`config.mk`:
```
export PLATFORM = sky130hd
export DESIGN_NAME = rcbf_hp_cell
export DESIGN_NICKNAME = d
export VERILOG_FILES = /design/src/rtl/rcbf_pkg.sv /design/src/rtl/rcbf_hp_cell.sv
export SDC_FILE = /design/constraint.sdc
export NUM_CORES = 1
export LEC_CHECK = 0
export BUFFER_PORTS_ARGS = -buffer_cell sky130_fd_sc_hd__buf_2
export CAP_MARGIN = 30
export CORE_ASPECT_RATIO = 1.4
export CORE_MARGIN = 1.5
export CORE_UTILIZATION = 47
export CTS_CLUSTER_SIZE = 24
export DETAILED_ROUTE_END_ITERATION = 12
export PLACE_DENSITY_LB_ADDON = 0.1
export RECOVER_POWER = 50
export SLEW_MARGIN = 10
export SYNTH_ARGS = -nofsm -noshare
export SYNTH_HDL_FRONTEND = slang
export SYNTH_SLANG_ARGS = --single-unit
```
`constraint.sdc`:
```
create_clock -name clk -period 21.4 [get_ports clk]
set_clock_uncertainty 0.15 [all_clocks]
set_input_delay 3.21 -clock clk [delete_from_list [all_inputs] [get_ports clk]]
set_output_delay 3.21 -clock clk [all_outputs]
set_load 0.02 [all_outputs]
```
`src/rtl/rcbf_pkg.sv`:
```
// ----------------------------------------------------------------------------
// rcbf_pkg: shared types and constants of the cascaded RC band filter
// Item formats, the stage-to-stage link, register and mode codes, saturation.
// ----------------------------------------------------------------------------
package rcbf_pkg;

	localparam int SAMPLE_W = 16;
	localparam int ST_W     = SAMPLE_W + 8;
	localparam int COEF_W   = 16;
	localparam int SAT_IN_W = ST_W + 4;
	localparam int PROD_W   = ST_W + COEF_W + 3;
	localparam int CFG_W    = 16;
	localparam int CFG_IDX_W = 2;

	localparam logic [CFG_IDX_W-1:0] CFG_MODE        = 2'd0;
	localparam logic [CFG_IDX_W-1:0] CFG_STAGE_COUNT = 2'd1;
	localparam logic [CFG_IDX_W-1:0] CFG_HP_COEF     = 2'd2;
	localparam logic [CFG_IDX_W-1:0] CFG_LP_COEF     = 2'd3;

	localparam logic [1:0] MODE_HP = 2'd0;
	localparam logic [1:0] MODE_LP = 2'd1;
	localparam logic [1:0] MODE_BP = 2'd2;

	localparam logic signed [SAT_IN_W-1:0] ST_HI = SAT_IN_W'((2 ** (ST_W - 1)) - 1);
	localparam logic signed [SAT_IN_W-1:0] ST_LO = -ST_HI - SAT_IN_W'(1);
	localparam logic signed [ST_W:0] OUT_HI = (ST_W + 1)'((2 ** (SAMPLE_W - 1)) - 1);
	localparam logic signed [ST_W:0] OUT_LO = -OUT_HI - (ST_W + 1)'(1);
	localparam logic signed [PROD_W-1:0] RND_Q16 = PROD_W'(2 ** (COEF_W - 1));
	localparam logic signed [ST_W:0] RND_OUT = (ST_W + 1)'(128);

	typedef struct packed {
		logic signed [SAMPLE_W-1:0] sample_in;
		logic                       clear_state;
	} src_item_t;

	typedef struct packed {
		logic signed [SAMPLE_W-1:0] sample_out;
		logic                       clipped;
	} res_item_t;

	// What one cell hands to the next while an item walks down the chain.
	typedef struct packed {
		logic                   vld;
		logic                   clr;
		logic                   sat;
		logic signed [ST_W-1:0] x;
	} link_t;

	typedef struct packed {
		logic                   active;
		logic [COEF_W-1:0]      coef;
	} cell_ctl_t;

	typedef struct packed {
		logic                   ovf;
		logic signed [ST_W-1:0] val;
	} sat_t;

	function automatic sat_t sat_st(input logic signed [SAT_IN_W-1:0] v);
		sat_t r;
		if (v > ST_HI) begin
			r.ovf = 1'b1;
			r.val = ST_W'(ST_HI);
		end else if (v < ST_LO) begin
			r.ovf = 1'b1;
			r.val = ST_W'(ST_LO);
		end else begin
			r.ovf = 1'b0;
			r.val = ST_W'(v);
		end
		return r;
	endfunction

endpackage

```
`src/rtl/rcbf_hp_cell.sv`:
```
// ----------------------------------------------------------------------------
// rcbf_hp_cell: one first-order high-pass stage
// Holds its previous input and output; y = round(a * (y + x - x_prev)).
// ----------------------------------------------------------------------------
module rcbf_hp_cell (
	input  logic              clk,
	input  logic              arst_n,
	input  rcbf_pkg::cell_ctl_t ctl,
	input  rcbf_pkg::link_t   link_in,
	output rcbf_pkg::link_t   link_out
);

	logic signed [rcbf_pkg::ST_W-1:0]   y_q;
	logic signed [rcbf_pkg::ST_W-1:0]   prev_q;
	logic signed [rcbf_pkg::ST_W-1:0]   y_eff;
	logic signed [rcbf_pkg::ST_W-1:0]   prev_eff;
	logic signed [rcbf_pkg::ST_W+1:0]   sum;
	logic signed [rcbf_pkg::PROD_W-1:0] prod;
	logic signed [rcbf_pkg::PROD_W-1:0] rnd;
	rcbf_pkg::sat_t                     nxt;
	rcbf_pkg::link_t                    link_q;

	// A clear on the item acts as if the state were zero before the update.
	assign y_eff    = link_in.clr ? '0 : y_q;
	assign prev_eff = link_in.clr ? '0 : prev_q;

	always_comb begin
		sum  = (rcbf_pkg::ST_W + 2)'(y_eff) + (rcbf_pkg::ST_W + 2)'(link_in.x)
			- (rcbf_pkg::ST_W + 2)'(prev_eff);
		prod = rcbf_pkg::PROD_W'(sum)
			* rcbf_pkg::PROD_W'($signed({1'b0, ctl.coef}));
		rnd  = prod + rcbf_pkg::RND_Q16;
		nxt  = rcbf_pkg::sat_st(rcbf_pkg::SAT_IN_W'(rnd >>> rcbf_pkg::COEF_W));
	end

	always_ff @(posedge clk or negedge arst_n) begin
		if (!arst_n) begin
			y_q    <= '0;
			prev_q <= '0;
			link_q <= '0;
		end else begin
			link_q.vld <= link_in.vld;
			link_q.clr <= link_in.clr;
			link_q.sat <= link_in.sat | (ctl.active & nxt.ovf);
			link_q.x   <= ctl.active ? nxt.val : link_in.x;
			if (link_in.vld) begin
				if (ctl.active) begin
					y_q    <= nxt.val;
					prev_q <= link_in.x;
				end else if (link_in.clr) begin
					y_q    <= '0;
					prev_q <= '0;
				end
			end
		end
	end

	assign link_out = link_q;

endmodule

```
==> flow_metrics.tcl, run 1 <==
set metrics [dict create \
    finalMaxSlewViolations 107 \
    synthCells 2305 \
    ctsLongestPathBuffers 2 \
    fp.coreArea_mm2 0.0432 \
    cts_hold_buf 0 \
    cpMostUsedCell "fa_1" \
    path_delay_family "adder cells" \
    grt_pass1_vias 16892 \
    final_common_cell "inv_1" \
    yosys_warnings 0 \
    ios 73 \
    fp.dieW_um 180 \
    cts.sinks 75 \
    nFillCells 4212 \
    drt-total-wl_um 56200 \
    gp_congestion 0.905 \
    synthesis.nets 2929 \
    regArea_mm2 0.00188 \
    grt_pass1_wl_um 91300 \
    multi_input_area_mm2 0.0163 \
    vias 15347 \
    fmax_mhz 67.6 \
    wl_met2_um 29800 \
    root_buffer "clkbuf_16" \
    arrival_ps 14860 \
    initial_core_util_pct 47.8 \
    hpwlAfterDp_um 45000 \
    ys_seq_area_share_pct 9.08 \
    via_per_inst 5.34 \
    dr.pass1.iters 12 \
    met3WireLength_um 1630 \
    grt_util_all_layers_pct 26.0 \
    finalHoldViolCount 0 \
    antenna_cells 0 \
    antenna_found_initial 0 \
    synth.cell_area_mm2 0.0207 \
    slowest_delay_ps 1480 \
    drtIter0Drc 805 \
    die_area_mm2 0.0453 \
    crit_buf_inv 6 \
    drive_above_1_share_pct 5.59 \
    cp-end-kind "flop" \
    ys_seq_elements 75 \
    nNetsFinal 2944 \
    status "complete, but fails checks" \
    synthArstFlopShare_pct 100 \
    cts_tree "done" \
    maxSlewHeadroom_pct -105 \
    min_period_ps 14780 \
    setup_tns_ps 0 \
    violations "design-rule violations, max-capacitance violations, max-slew violations" \
    drv_cap 2 \
    ys_types 70 \
    highest_layer "met4" \
    drt-met1-wl_um 23500 \
    die-height_um 251 \
    min_path_type "reg -> reg" \
    finalSetupViolations 0 \
    ys.flop_type "dfrtp_1" \
    crit_type "in -> reg" \
    critPathLaunchType "input port" \
    drc_errors 5 \
    final_cell_mix "inv_1 (554), fa_1 (428), nand2_1 (290)" \
    critPathRequiredTime_ps 21470 \
    overflow 0 \
    period_share_pct 69.1 \
    syn_area_per_cell_um2 8.97 \
    cts_max_level 3 \
    clk-insertion-delay-late_ps 340 \
    cts_resized 0 \
    path_clk_slew_ps 60 \
    synth_edf_count 0 \
    rows 90 \
    wl_per_cell_um 19.5 \
    port_buffers 72 \
    cp_slowest_cell "clkbuf_1" \
    rsz0062_at_grt "no" \
    critPathMaxFanout 50 \
    syn2layout_area_growth_pct 5.89 \
    cts_buffers 9 \
    grt_max_degree 56 \
    post-cts-setup-buffers 0 \
    detail-route-antenna-nets 0 \
    worst_pin_slew_ps 3070 \
]
[worst reg2reg max path: cells and delay by family (launching register included)]
family                   cells  cell delay [ps]
AO/OA/AOI/OAI               13             3720
adder cells (fa/ha/maj)      9             4410
AND/OR/NAND/NOR              4              470
flip-flops                   1              380
buffers and inverters        5             1000
XOR/XNOR                     1              480
[cells in the mapped netlist (6+ instances only)]
cell type,number,area share [%]
a211oi_1,8,0.29
a21o_1,15,0.54
a21oi_1,55,1.3
a221oi_1,6,0.25
a311oi_1,10,0.42
and2_1,235,7.1
and3_1,7,0.21
buf_2,8,0.19
clkbuf_1,80,1.5
dfrtp_1,75,9.1
fa_1,428,41
ha_1,150,9.1
inv_1,554,10
nand2_1,290,5.3
nand2b_1,29,0.88
nand3_1,9,0.22
nand4_1,10,0.30
nor2_1,51,0.93
nor2b_1,27,0.82
nor3_1,14,0.34
o211ai_1,20,0.73
o21a_1,12,0.44
o21ai_0,41,0.99
o21ai_1,6,0.15
o21bai_1,13,0.47
o311ai_1,20,0.85
xnor2_1,34,1.4
xor2_1,18,0.76
[state kept, by name, summed over array words and instances (netlist names)]
name / cells
prev_q: 24
link_out: 27
y_q: 24
[area by class of cell]
type / instances / share of cell area (%)
clock buffer: 11 / 1.06
clock inverter: 4 / 0.349
inverter: 554 / 9.50
multi-input combinational: 1578 / 74.7
sequential: 75 / 8.58
tap: 552 / 3.16
timing repair buffer: 102 / 2.67
[metrics by stage]
stage	utilization, %	std cells	area, um2	hold slack, ps	worst slack, ps
finish	50.6	2876	21900	322	6620
global route	50.6	2876	21900	349	5900
CTS	50.7	2875	21900	326	7150
floorplan	-	2305	20700	292	8950
global placement	49.8	2857	21500	306	6770
detailed placement	50.0	2860	21600	314	6870
[path summary, 6_finish.rpt]
path / to / cells past startpoint / slack, ps / startpoint
setup / recovery: link_out[7]$_DFF_PN0_ / 33 / 6620 / link_in[25]
hold / removal: prev_q[5]$_DFFE_PN0P_ / 2 / 320 / prev_q[5]$_DFFE_PN0P_
setup reg to reg: link_out[7]$_DFF_PN0_ / 32 / 10670 / y_q[1]$_DFFE_PN0P_
hold reg to reg: prev_q[5]$_DFFE_PN0P_ / 2 / 320 / prev_q[5]$_DFFE_PN0P_
max in group asynchronous: y_q[0]$_DFFE_PN0P_ / 2 / 14720 / arst_n
min in group asynchronous: prev_q[21]$_DFFE_PN0P_ / 1 / 2920 / arst_n
[layer usage]
layer / global-route usage, % / vias up
li1: - / 6961
met1: 33.1 / 8013
met2: 48.3 / 302
met3: 1.41 / 71
met4: 6.31 / 0
met5: 0 / -
[cell families after synthesis]
group | synth area share [%]
and+or+nand+nor | 16.8
buffers and inverters | 12.1
xor gates and xnor gates | 2.34
muxes | 0.145
adders and majority gates | 50.5
AOI/OAI and AO/OA | 9.07
DFF | 9.08
Power of run 1 is not shown: default switching activity piles up to over one toggle a cycle in this logic, so the estimate is an artifact.
==> run 2: changes to the inputs <==
==> constraint.sdc (replaced) <==
create_clock -name clk -period 15.1 [get_ports clk]
set_clock_uncertainty 0.15 [all_clocks]
set_input_delay 2.265 -clock clk [delete_from_list [all_inputs] [get_ports clk]]
set_output_delay 2.265 -clock clk [all_outputs]
set_load 0.02 [all_outputs]
==> run 2 against run 1 <==
The run still ends with design-rule violations, max-capacitance violations, max-slew violations left. Core utilization about the same. Cell count barely moved. Routed wire length increased by 0.96%. Die area unchanged. Via count increased by 1.2%. Highest routed layer unchanged.
==> flow_metrics.tcl, run 2 (synthesis results as in run 1) <==
set metrics [dict create \
    status "complete, but fails checks" \
    finalHoldViolCount 0 \
    drv_cap 1 \
    wl_per_cell_um 19.7 \
    violations "design-rule violations, max-capacitance violations, max-slew violations" \
    cts_resized 0 \
    dp_cells 2860 \
    period_share_pct 85.8 \
    cts_max_level 3 \
    clk-insertion-delay-late_ps 340 \
    min_path_type "reg -> reg" \
    cp-end-kind "flop" \
    slowest_delay_ps 680 \
    critPathRequiredTime_ps 15170 \
    cts_hold_buf 0 \
    drt-total-wl_um 56700 \
    cts_tree "done" \
    port_buffers 72 \
    crit_type "in -> reg" \
    drtIter0Drc 964 \
    dr.pass1.iters 11 \
    root_buffer "clkbuf_16" \
    grt_util_all_layers_pct 26.0 \
    hpwlAfterDp_um 45600 \
    ctsLongestPathBuffers 2 \
    fp.coreArea_mm2 0.0432 \
    finalSetupViolations 0 \
    placed_cell_area_mm2 0.0216 \
    min_period_ps 12950 \
    grt_max_degree 59 \
    postLayoutCellArea_mm2 0.0219 \
    maxSlewHeadroom_pct -119 \
    grt_pass1_wl_um 91400 \
    nFillCells 4182 \
    setup_tns_ps 0 \
    initial_core_util_pct 47.8 \
    cts.sinks 75 \
    critPathLaunchType "input port" \
    grt_pass1_vias 16913 \
    syn2layout_area_growth_pct 5.98 \
    worst_pin_slew_ps 3280 \
    drc_errors 13 \
    die_area_mm2 0.0453 \
    overflow 0 \
    gp_congestion 0.900 \
    cts_buffers 9 \
    drive_above_1_share_pct 5.76 \
    finalMaxSlewViolations 59 \
    cpMostUsedCell "fa_1" \
    rows 90 \
    antenna_cells 0 \
    die-height_um 251 \
    vias 15528 \
    ios 73 \
    critPathMaxFanout 50 \
    fmax_mhz 77.2 \
    path_delay_family "adder cells" \
    path_clk_slew_ps 60 \
    crit_buf_inv 6 \
    instances_no_fill 2878 \
    detail-route-antenna-nets 0 \
    final_cell_mix "inv_1 (554), fa_1 (428), nand2_1 (290)" \
    post-cts-setup-buffers 0 \
    final_common_cell "inv_1" \
    largest_reg_flops 27 \
    nNetsFinal 2945 \
    cp_slowest_cell "buf_2" \
    fp.dieW_um 180 \
    arrival_ps 13030 \
    antenna_found_initial 1 \
    via_per_inst 5.40 \
    rsz0062_at_grt "no" \
]
==> run 2: path summary, 6_finish.rpt <==
| path | depth (start not counted) | slack [ps] | endpoint | start |
|---|---|---|---|---|
| max | 33 | 2150 | link_out[1]$_DFF_PN0_ | link_in[25] |
| min | 2 | 320 | prev_q[14]$_DFFE_PN0P_ | prev_q[14]$_DFFE_PN0P_ |
| max reg2reg | 32 | 4380 | link_out[1]$_DFF_PN0_ | y_q[1]$_DFFE_PN0P_ |
| min reg2reg | 2 | 320 | prev_q[14]$_DFFE_PN0P_ | prev_q[14]$_DFFE_PN0P_ |
| max in group asynchronous | 2 | 9260 | link_out[7]$_DFF_PN0_ | arst_n |
| min in group asynchronous | 1 | 1910 | prev_q[22]$_DFFE_PN0P_ | arst_n |
==> run 2: worst min-delay path: cells and delay by family, from the launching register on <==
family             cells  cell delay (ps)
AOI/OAI and AO/OA      1               60
DFF                    1              340
and+or+nand+nor        1               40
==> run 2: area by class of cell <==
cell class                      count  area, um2  share of cell area, %
Timing Repair Buffer              103        593                   2.71
Multi-Input combinational cell   1578      16300                   74.6
Inverter                          554       2080                   9.49
Clock inverter                      6       90.1                  0.411
Sequential cell                    75       1880                   8.57
Clock buffer                       10        229                   1.05
Tap cell                          552        691                   3.15
==> run 2: metal layers <==
metal,up-vias,part of all wire (%),global-route usage [%]
met5,-,0,0
met4,0,2.0,5.69
met3,73,4.1,2.20
met2,390,54,49.0
met1,8105,40,32.4
li1,6960,-,-
==> run 2: through the flow <==
step	util, %	hold slack [ps]	worst slack, ps
after detailed placement	50.0	314	1400
after CTS	50.7	328	1750
after global routing	50.7	352	1620
after floorplan	-	292	3600
final	50.7	324	2150
after global placement	49.8	306	1450
Power of run 2 is left out for the same reason.
